===== config.mk =====
export PLATFORM = sky130hd
export DESIGN_NAME = sentence_crc16_trailer_framer_top
export DESIGN_NICKNAME = d
export VERILOG_FILES = /design/src/rtl/scft_pkg.sv /design/src/rtl/scft_front.sv /design/src/rtl/scft_queue.sv /design/src/rtl/scft_back.sv /design/src/rtl/sentence_crc16_trailer_framer_top.sv
export SDC_FILE = /design/constraint.sdc
export NUM_CORES = 1
export LEC_CHECK = 0
export BUFFER_PORTS_ARGS = -buffer_cell sky130_fd_sc_hd__buf_2
export CAP_MARGIN = 20
export CORE_ASPECT_RATIO = 1.2
export CORE_MARGIN = 4
export CORE_UTILIZATION = 43
export CTS_CLUSTER_SIZE = 20
export DETAILED_ROUTE_END_ITERATION = 10
export PLACE_DENSITY = 0.66
export RECOVER_POWER = 100
export SLEW_MARGIN = 20
export SYNTH_ARGS = -nofsm -noshare
export SYNTH_HDL_FRONTEND = slang
export SYNTH_SLANG_ARGS = --single-unit

===== constraint.sdc =====
create_clock -name clk -period 3.3 [get_ports clk]
set_clock_uncertainty 0.05 [all_clocks]
set_input_delay 0.165 -clock clk [delete_from_list [all_inputs] [get_ports clk]]
set_output_delay 0.165 -clock clk [all_outputs]
set_load 0.02 [all_outputs]

===== src/rtl/scft_pkg.sv =====
// shared types, constants and functions of the sentence crc16 trailer framer
`default_nettype none
package scft_pkg;

  // crc-16 constants
  localparam logic [15:0] CRC_INIT = 16'hFFFF;
  localparam logic [15:0] CRC_POLY = 16'h1021;

  // skip counter
  localparam logic [1:0]  SKIP_RESET = 2'd2;
  localparam logic [1:0]  SEEN_MAX   = 2'd3;

  // trailer characters
  localparam logic [7:0]  CHAR_STAR    = 8'h2A;
  localparam logic [7:0]  CHAR_NEWLINE = 8'h0A;

  // queue between front and back
  localparam int QDEPTH = 4;
  localparam int QAW    = $clog2(QDEPTH);
  localparam int QCW    = $clog2(QDEPTH + 1);

  // back-end output phase codes
  localparam int          PH_W    = 3;
  localparam logic [2:0]  PH_BYTE = 3'd0;
  localparam logic [2:0]  PH_STAR = 3'd1;
  localparam logic [2:0]  PH_HEX3 = 3'd2;
  localparam logic [2:0]  PH_HEX2 = 3'd3;
  localparam logic [2:0]  PH_HEX1 = 3'd4;
  localparam logic [2:0]  PH_HEX0 = 3'd5;
  localparam logic [2:0]  PH_NL   = 3'd6;

  // one classified byte as it waits in the queue
  typedef struct packed {
    logic [7:0]  data;
    logic        sentence_end;
    logic [15:0] crc;
  } entry_t;

  // push side of the queue
  typedef struct packed {
    logic   push;
    entry_t entry;
  } push_t;

  // pop side of the queue
  typedef struct packed {
    logic   valid;
    entry_t entry;
  } head_t;

  // fold one byte into the crc, msb first
  function automatic logic [15:0] crc_fold(input logic [15:0] crc, input logic [7:0] b);
    logic [15:0] c;
    c = crc ^ {b, 8'h00};
    for (int k = 0; k < 8; k++) begin
      if (c[15]) c = {c[14:0], 1'b0} ^ CRC_POLY;
      else       c = {c[14:0], 1'b0};
    end
    return c;
  endfunction

  // uppercase hex digit of a nibble
  function automatic logic [7:0] hex_char(input logic [3:0] n);
    logic [7:0] ch;
    if (n < 4'd10) ch = 8'h30 + {4'h0, n};
    else           ch = 8'h37 + {4'h0, n};
    return ch;
  endfunction

endpackage
`default_nettype wire


===== src/rtl/scft_front.sv =====
// front end: accepts bytes, applies the skip rule and runs the crc
`default_nettype none
module scft_front (
  input  wire logic                  clk,
  input  wire logic                  rst_n,
  input  wire logic                  cfg_we,
  input  wire logic [1:0]            cfg_skip_count,
  input  wire logic                  in_valid,
  output logic                       in_ready,
  input  wire logic [7:0]            in_data_byte,
  input  wire logic                  in_sentence_end,
  input  wire logic                  q_full,
  output scft_pkg::push_t            q_push
);

  logic [1:0]  skip_r;
  logic [1:0]  seen_r, seen_nxt;
  logic [15:0] crc_r, crc_nxt;
  logic [15:0] crc_fold_val;
  logic        accept;

  assign in_ready = !q_full;
  assign accept   = in_valid && in_ready;

  // crc after this byte, or unchanged when the byte is skipped
  always_comb begin
    if (seen_r < skip_r) crc_fold_val = crc_r;
    else                 crc_fold_val = scft_pkg::crc_fold(crc_r, in_data_byte);
  end

  // next sentence state
  always_comb begin
    crc_nxt  = crc_r;
    seen_nxt = seen_r;
    if (accept) begin
      if (in_sentence_end) begin
        crc_nxt  = scft_pkg::CRC_INIT;
        seen_nxt = '0;
      end else begin
        crc_nxt = crc_fold_val;
        if (seen_r != scft_pkg::SEEN_MAX) seen_nxt = seen_r + 2'd1;
      end
    end
  end

  // classified transaction into the queue
  always_comb begin
    q_push.push               = accept;
    q_push.entry.data         = in_data_byte;
    q_push.entry.sentence_end = in_sentence_end;
    q_push.entry.crc          = crc_fold_val;
  end

  // registers
  always_ff @(posedge clk) begin
    if (!rst_n) begin
      skip_r <= scft_pkg::SKIP_RESET;
      seen_r <= '0;
      crc_r  <= scft_pkg::CRC_INIT;
    end else begin
      if (cfg_we) skip_r <= cfg_skip_count;
      seen_r <= seen_nxt;
      crc_r  <= crc_nxt;
    end
  end

endmodule
`default_nettype wire


===== src/rtl/scft_queue.sv =====
// short fifo between the front and back ends
`default_nettype none
module scft_queue (
  input  wire logic            clk,
  input  wire logic            rst_n,
  input  wire scft_pkg::push_t q_push,
  input  wire logic            pop,
  output logic                 full,
  output scft_pkg::head_t      head
);

  scft_pkg::entry_t              mem_r [scft_pkg::QDEPTH];
  logic [scft_pkg::QAW-1:0]      wptr_r, rptr_r;
  logic [scft_pkg::QCW-1:0]      count_r;
  logic                          do_pop;

  assign full       = (count_r == scft_pkg::QCW'(scft_pkg::QDEPTH));
  assign do_pop     = pop && head.valid;

  // oldest entry
  always_comb begin
    head.valid = (count_r != '0);
    head.entry = mem_r[rptr_r];
  end

  // storage
  always_ff @(posedge clk) begin
    if (q_push.push) mem_r[wptr_r] <= q_push.entry;
  end

  // pointers and fill count
  always_ff @(posedge clk) begin
    if (!rst_n) begin
      wptr_r  <= '0;
      rptr_r  <= '0;
      count_r <= '0;
    end else begin
      if (q_push.push) wptr_r <= wptr_r + 1'b1;
      if (do_pop)      rptr_r <= rptr_r + 1'b1;
      if (q_push.push && !do_pop)      count_r <= count_r + 1'b1;
      else if (do_pop && !q_push.push) count_r <= count_r - 1'b1;
    end
  end

endmodule
`default_nettype wire


===== src/rtl/scft_back.sv =====
// back end: emits each byte and the trailer after a final byte
`default_nettype none
module scft_back (
  input  wire logic            clk,
  input  wire logic            rst_n,
  input  wire scft_pkg::head_t head,
  output logic                 pop,
  output logic                 out_valid,
  input  wire logic            out_ready,
  output logic [7:0]           out_byte,
  output logic                 out_last
);

  logic [scft_pkg::PH_W-1:0] phase_r, phase_nxt;
  logic                      out_accept;

  assign out_valid  = head.valid;
  assign out_accept = out_valid && out_ready;
  assign out_last   = (phase_r == scft_pkg::PH_NL);

  // output character for the current phase
  always_comb begin
    case (phase_r)
      scft_pkg::PH_BYTE: out_byte = head.entry.data;
      scft_pkg::PH_STAR: out_byte = scft_pkg::CHAR_STAR;
      scft_pkg::PH_HEX3: out_byte = scft_pkg::hex_char(head.entry.crc[15:12]);
      scft_pkg::PH_HEX2: out_byte = scft_pkg::hex_char(head.entry.crc[11:8]);
      scft_pkg::PH_HEX1: out_byte = scft_pkg::hex_char(head.entry.crc[7:4]);
      scft_pkg::PH_HEX0: out_byte = scft_pkg::hex_char(head.entry.crc[3:0]);
      scft_pkg::PH_NL:   out_byte = scft_pkg::CHAR_NEWLINE;
      default:           out_byte = head.entry.data;
    endcase
  end

  // phase sequencing and queue pop
  always_comb begin
    phase_nxt = phase_r;
    pop       = 1'b0;
    if (out_accept) begin
      if (phase_r == scft_pkg::PH_BYTE && !head.entry.sentence_end) begin
        pop = 1'b1;
      end else if (phase_r == scft_pkg::PH_NL) begin
        pop       = 1'b1;
        phase_nxt = scft_pkg::PH_BYTE;
      end else begin
        phase_nxt = phase_r + 3'd1;
      end
    end
  end

  always_ff @(posedge clk) begin
    if (!rst_n) phase_r <= scft_pkg::PH_BYTE;
    else        phase_r <= phase_nxt;
  end

endmodule
`default_nettype wire


===== src/rtl/sentence_crc16_trailer_framer_top.sv =====
// top level of the sentence crc16 trailer framer
// Takes one sentence byte per transaction and passes it on, folding every byte
// after the first cfg_skip_count bytes into a CRC-16 (poly 0x1021, init 0xFFFF);
// after a byte flagged with in_sentence_end it appends '*', four uppercase hex
// digits and a newline flagged with out_last. The front end accepts one byte per
// cycle while the queue is not full, with the CRC update done in that cycle; a
// four-entry queue decouples it from the back end, which sends one character
// per cycle while out_ready is high, so a final byte becomes seven output
// characters. Sustained rate is set by the output side: a sentence of N bytes
// comes out as N + 6 characters. Write cfg_skip_count only while idle.
`default_nettype none
module sentence_crc16_trailer_framer_top (
  input  wire logic       clk,
  input  wire logic       rst_n,
  input  wire logic       cfg_we,
  input  wire logic [1:0] cfg_skip_count,
  input  wire logic       in_valid,
  output logic            in_ready,
  input  wire logic [7:0] in_data_byte,
  input  wire logic       in_sentence_end,
  output logic            out_valid,
  input  wire logic       out_ready,
  output logic [7:0]      out_byte,
  output logic            out_last
);

  scft_pkg::push_t q_push;
  scft_pkg::head_t head;
  logic            q_full;
  logic            pop;

  // classification and crc
  scft_front u_front (
    .clk             (clk),
    .rst_n           (rst_n),
    .cfg_we          (cfg_we),
    .cfg_skip_count  (cfg_skip_count),
    .in_valid        (in_valid),
    .in_ready        (in_ready),
    .in_data_byte    (in_data_byte),
    .in_sentence_end (in_sentence_end),
    .q_full          (q_full),
    .q_push          (q_push)
  );

  // decoupling queue
  scft_queue u_queue (
    .clk    (clk),
    .rst_n  (rst_n),
    .q_push (q_push),
    .pop    (pop),
    .full   (q_full),
    .head   (head)
  );

  // character output
  scft_back u_back (
    .clk       (clk),
    .rst_n     (rst_n),
    .head      (head),
    .pop       (pop),
    .out_valid (out_valid),
    .out_ready (out_ready),
    .out_byte  (out_byte),
    .out_last  (out_last)
  );

endmodule
`default_nettype wire


==> summary.txt, run 1 <==
Critical path
  • Worst Reg2Reg Path Length in Cells: 6
  • Kind of end point of the critical path: output port
  • Crit path buffers/inverters: 4
  • Arr. time, crit path: 2820 ps
  • Crit-path slowest cell: mux4_1
  • CP Cell Sequence: buf_4 > mux4_1 > inv_1 > ha_1 > inv_1 > a21o_1 > a21oi_1 > a21oi_1 > a31oi_1 > clkbuf_2
  • Max FO, Critical Path: 7
  • Startpoint Class: register
  • Reg-to-reg endpoint: u_front.crc_r[6]$_SDFFE_PN1P_
  • R2r setup slk: 400 ps
  • Worst reg2reg path startpoint: u_queue.count_r[0]$_SDFFE_PN0P_
  • Timing endpoint of the critical path: out_byte[4]
  • Max incr delay on CP: 690 ps
  • Top delay family on crit path: multiplexers
  • Worst EP required: 3080 ps
  • Crit path kind: reg -> out
  • Critical Path Stages: 10

Clock tree
  • Total CTS buffers: 17
  • CTS sink count: 132
  • Worst-path clk slew: 60 ps
  • Worst skew pair latency: 420 ps
  • Setup Fix Bufs, Post-CTS: 0
  • Root Buffer: clkbuf_16
  • CTS tree: done
  • Htree depth: 4
  • Max Root-Sink Buffers: 2

Die
  • Height of the die: 139.4 um
  • Core ar.: 0.01394 sq mm
  • Die Span X: 117.5 um
  • Initial core utilization: 44.38%
  • I/O pins: 27
  • Row cnt: 47
  • Die ar.: 0.01637 sq mm

Logic synthesis
  • Mapped cell area: 0.006185 sq mm
  • Cell with the most instances after synthesis: edfxtp_1
  • Primary FF master, synth: edfxtp_1
  • Synth Instances: 426
  • Synth cell count leaders: edfxtp_1 (100), nand2_1 (33), dfxtp_1 (32), inv_1 (19)
  • Ranking of synthesized cells by area: edfxtp_1 (49%), dfxtp_1 (10%), mux4_2 (6.6%)
  • Sequential-to-total area share from yosys stat: 58.91%
  • Post-synth EDFFs: 100
  • Mapped Nets: 455
  • Area share of the largest cell type after synthesis: 48.55%
  • Leading area contributor after synthesis: edfxtp_1
  • Yosys reg bits: 132
  • Yosys warns: 0
  • Avg Cell Area, Syn: 14.52 sq um
  • Synth unique cells: 52
  • FFs w/ async S/R, synth: 0%

Pwr
  • Pwr dens: 739.6 mW/mm^2
  • Peak supply drop: 0.0003175 V
  • Leakage Power: 0.002466 uW

STA
  • Setup TNS: 0 ps
  • Final setup viols: 0
  • FMAX: 329.3 MHz
  • RSZ-0062 raised after global routing: no
  • Period utilization: 92.02%
  • Setup WS post-layout: 263.3 ps
  • Measured slew at the worst slew-check pin: 1656 ps
  • Slew headroom: -10.38%
  • Final Hold Fails: 0
  • Final slew viol count: 104
  • Tmin final: 3037 ps

Run status
  • Outcome: finished, violations left
  • Failing checks: max-capacitance violations, max-slew violations

Worst hold path
  • Min-delay src: rst_n
  • Worst hold-check path type: in -> reg

GRT
  • Total grt overflow: 0
  • Initial antenna violation count: 0
  • Number of global-route vias before repair: 3706
  • Largest net degree at the start of global routing: 32
  • First-pass GRT wire length: 20020 um
  • GRT Overall Usage: 15.68%

Placement
  • Port bufs: 26
  • Pre-CTS WS: 601.9 ps
  • DP HPWL: 8473 um
  • Final GP Congestion: 0.8624

Job
  • Max cap viols: 4

Detailed routing
  • Drt pass-1 iters: 5
  • Initial DRC Count: 306
  • Vias per inst: 5.520
  • ANT nets after route: 0
  • Metal3 WL: 385 um
  • DR top layer: met4
  • Wirelength per Cell: 18.73 um
  • WL met1: 5479 um
  • Total length of routed met2 wires: 6304 um
  • DRC Markers: 0
  • Routed vias: 3643
  • Final WL: 12370 um

Cells and area
  • Area of the multi-input gates: 0.002356 sq mm
  • P&R area growth vs syn: 15.60%
  • Nets: 505
  • # fillers: 1163
  • Layout cells sized above 1: 15.95%
  • ANT cells: 0
  • Sequential cell area: 0.003645 sq mm
area by class of cell:
| cell class | instances | share of cell area, % |
|---|---|---|
| flip-flops and latches | 132 | 50.98 |
| clock inverters | 15 | 1.908 |
| inverters | 19 | 0.9975 |
| clock buffers | 17 | 5.950 |
| well taps | 171 | 2.993 |
| multi-input cells | 255 | 32.95 |
| repair buffers | 51 | 4.218 |
cells in the final DEF (no fill, tap or decap), types with 4 or more instances in the layout:
cell type	instances
a21boi_0	6
a21oi_1	12
a22oi_1	4
a31oi_1	5
and2_0	7
and3_1	4
and4b_1	4
buf_2	11
buf_4	4
clkbuf_1	21
clkbuf_16	17
clkinv_4	4
dfxtp_1	31
dlygate4sd3_1	12
edfxtp_1	100
ha_1	12
inv_1	19
inv_6	6
mux2_1	15
mux2i_1	5
mux4_1	7
mux4_2	18
nand2_1	33
nor2_1	15
nor2b_1	8
nor3_1	5
o211ai_1	4
o21ai_0	6
o21ai_1	6
o22ai_1	18
xnor2_1	16
xnor3_1	5
xor2_1	5
xor3_1	4
registers in the layout, indices dropped and copies added, names as in the netlist, named ones only:
name             count
u_back.phase_r       3
u_front.crc_r       16
u_front.seen_r       2
u_front.skip_r       2
u_queue.count_r      3
u_queue.mem_r      100
u_queue.rptr_r       2
u_queue.wptr_r       2
timing repair:
action | CTS | global route
setup endpoints to repair | 0 | 1
gates resized for setup | 0 | 1
hold buffers | 12 | 0
endpoints found under the hold margin | 30 | 0
how the worst min path moves through the flow:
stage | endpoint | slack, ps | cells after the start
6_report | u_front.crc_r[0]$_SDFFE_PN1P_ | 130 | 2
5_1_grt | u_queue.mem_r[3][22]$_DFFE_PP_ | 120 | 1
3_5_place_dp | u_front.skip_r[1]$_SDFFE_PN1P_ | 330 | 3
3_3_place_gp | u_front.skip_r[1]$_SDFFE_PN1P_ | 330 | 3
4_1_cts | u_queue.mem_r[3][22]$_DFFE_PP_ | 3 | 1
2_1_floorplan | u_queue.mem_r[0][16]$_DFFE_PP_ | 210 | 0
metal layers:
metal,vias to the layer above,track usage (%)
met1,1810,19.57
met4,0,5.802
met5,-,0
met3,17,3.653
li1,1739,-
met2,77,26.77
kinds of logic after synthesis:
group,share of synthesized area [%]
compound gates,7.668
xor+xnor,7.121
fa+ha+maj,2.913
buf+inv,2.994
flops,58.91
mux,13.07
simple gates,7.323
report_power, final:
| group | switching (uW) | internal, uW | leakage, uW |
|---|---|---|---|
| logic | 864 | 585 | 0.00107 |
| clock network | 750 | 992 | 0.000272 |
| registers | 89.6 | 2010 | 0.00113 |
stage by stage:
step                      hold WS, ps  util (%)  instance area [sq um]  power (uW)  std cells
after global routing            119.1     51.30                   7149        5582        660
after CTS                       3.031     51.62                   7194        5371        660
final                           131.9     51.30                   7149        5287        660
after detailed placement        333.1     46.73                   6513        3611        616
after global placement          330.0     46.73                   6513        3564        616
after floorplan                 213.9         -                   6185        3198        426
Power figures use the tool's default switching activity.
==> run 2: changes to the inputs <==
--- a/config.mk
+++ b/config.mk
@@ -9,2 +9,4 @@
 export CAP_MARGIN = 20
+export CELL_PAD_IN_SITES_DETAIL_PLACEMENT = 0
+export CELL_PAD_IN_SITES_GLOBAL_PLACEMENT = 2
 export CORE_ASPECT_RATIO = 1.2
@@ -14,3 +16,3 @@
 export DETAILED_ROUTE_END_ITERATION = 10
-export PLACE_DENSITY = 0.66
+export PLACE_DENSITY = 0.84
 export RECOVER_POWER = 100
--- a/constraint.sdc
+++ b/constraint.sdc
@@ -4,2 +4,2 @@
 set_output_delay 0.165 -clock clk [all_outputs]
-set_load 0.02 [all_outputs]
+set_load 0.1 [all_outputs]
==> summary.txt, run 2 (same netlist as run 1, synthesis figures left out) <==
Cells and area
  • Most common cell after layout, fill and taps aside: edfxtp_1
  • # fillers: 1119
  • ANT cells: 0
  • Nets: 507
  • Reg with most FFs: u_queue.mem_r
  • Sequential cell area: 0.003646 sq mm
  • Design area: 0.007353 sq mm
  • Area of the multi-input gates: 0.002380 sq mm
  • Biggest regs: u_queue.mem_r (100), u_front.crc_r (16)
  • Max reg flops: 100
  • Final core occ: 52.76%
  • P&R area growth vs syn: 18.90%
  • Most frequent cells in the layout: edfxtp_1 (100), nand2_1 (33), dfxtp_1 (30), inv_1 (19), clkbuf_1 (19)
  • Layout cells sized above 1: 17.52%

Detailed routing
  • DRC Markers: 0
  • Wirelength per Cell: 18.84 um
  • Drt pass-1 iters: 4
  • Initial DRC Count: 301
  • Vias per inst: 5.521
  • Routed vias: 3655
  • Final WL: 12470 um
  • ANT nets after route: 0

Placement
  • DP HPWL: 8563 um
  • Final GP Congestion: 0.7572
  • Placed inst area: 0.006634 sq mm
  • Pre-CTS WS: 496.8 ps
  • Port bufs: 26

Clock tree
  • Total CTS buffers: 17
  • Worst skew pair latency: 410 ps
  • Htree depth: 4
  • CTS sink count: 132
  • Worst-path clk slew: 60 ps
  • Root Buffer: clkbuf_16
  • Max Root-Sink Buffers: 2
  • Setup Fix Bufs, Post-CTS: 0
  • CTS tree: done

Pwr
  • Peak supply drop: 0.0003805 V
  • Pwr dens: 863.6 mW/mm^2
  • Leakage Power: 0.002547 uW

Critical path
  • Kind of end point of the critical path: output port
  • Reg-to-reg endpoint: u_front.crc_r[6]$_SDFFE_PN1P_
  • Startpoint Class: register
  • Arr. time, crit path: 2880 ps
  • Max FO, Critical Path: 11
  • R2r setup slk: 390 ps
  • Worst Reg2Reg Path Length in Cells: 6
  • Worst reg2reg path startpoint: u_queue.count_r[0]$_SDFFE_PN0P_
  • Crit path kind: reg -> out
  • Timing endpoint of the critical path: out_byte[1]
  • Worst EP required: 3080 ps

STA
  • Final setup viols: 0
  • Slew headroom: -10.33%
  • FMAX: 322.9 MHz
  • Final slew viol count: 103
  • Setup TNS: 0 ps
  • Hold WS: 13.41 ps
  • Setup WS post-layout: 203.3 ps
  • RSZ-0062 raised after global routing: no
  • Measured slew at the worst slew-check pin: 1655 ps
  • Tmin final: 3097 ps
  • Period utilization: 93.84%
  • Final Hold Fails: 0

Die
  • Core ar.: 0.01394 sq mm
  • Die Span X: 117.5 um
  • Initial core utilization: 44.38%
  • Die ar.: 0.01637 sq mm
  • Row cnt: 47
  • Height of the die: 139.4 um
  • I/O pins: 27

Run status
  • Failing checks: max-capacitance violations, max-slew violations
  • Outcome: finished, violations left

GRT
  • Total grt overflow: 0
  • Initial antenna violation count: 0
  • GRT Overall Usage: 15.81%
  • Largest net degree at the start of global routing: 32
  • First-pass GRT wire length: 19690 um
  • Number of global-route vias before repair: 3711

Worst hold path
  • Worst hold-check path type: in -> reg

Job
  • Max cap viols: 4
run 2: worst min path at each step:
stage	from	end	slack [ps]	cells after the start
after floorplan	in_sentence_end	u_queue.mem_r[0][16]$_DFFE_PP_	210	0
after global placement	cfg_skip_count[1]	u_front.skip_r[1]$_SDFFE_PN1P_	330	3
after detailed placement	cfg_skip_count[1]	u_front.skip_r[1]$_SDFFE_PN1P_	350	3
after CTS	cfg_we	u_front.skip_r[0]$_SDFFE_PN0P_	0.1	3
after global routing	cfg_we	u_front.skip_r[0]$_SDFFE_PN0P_	30	3
final	cfg_we	u_front.skip_r[0]$_SDFFE_PN0P_	10	3
run 2: through the flow:
step           instances  total power [uW]
2_1_floorplan        426              3797
3_3_place_gp         617              4407
3_5_place_dp         617              4442
4_1_cts              662              6465
5_1_grt              662              6630
6_report             662              6350
run 2: what timing repair did:
item	in CTS	in global routing
gates resized for setup	0	2
hold buffers	13	0
endpoints found under the setup margin	0	5
endpoints found under the hold margin	38	0
run 2: critical path: stages, from the launching register on:
cell and delay, ps:
dfxtp_2 450, buf_4 290, mux4_1 650, inv_1 80, ha_1 210, nand2_1 60, nand2_1 60, o22ai_1 190
o31a_1 170, buf_4 290
run 2: power by group:
part | internal, uW | total (uW) | switching [uW]
sequential | 2010 | 2110 | 98.3
clock | 1280 | 1990 | 711
combinational | 777 | 2250 | 1470
total | 4070 | 6350 | 2280
run 2: cell type report:
type | count | share of cell area [%]
sequential | 132 | 49.58
multi-input combinational | 255 | 32.36
timing repair buffer | 53 | 5.462
clock buffer | 17 | 5.785
clock inverter | 15 | 2.927
tap | 171 | 2.910
inverter | 19 | 0.9699
run 2: routing by layer:
layer / GRT usage, % / vias up / part of all wire [%]
met5: 0 / - / 0
met4: 6.173 / 0 / 2.6
met3: 4.343 / 18 / 3.8
met2: 27.41 / 78 / 52
met1: 18.80 / 1824 / 41
li1: - / 1735 / -
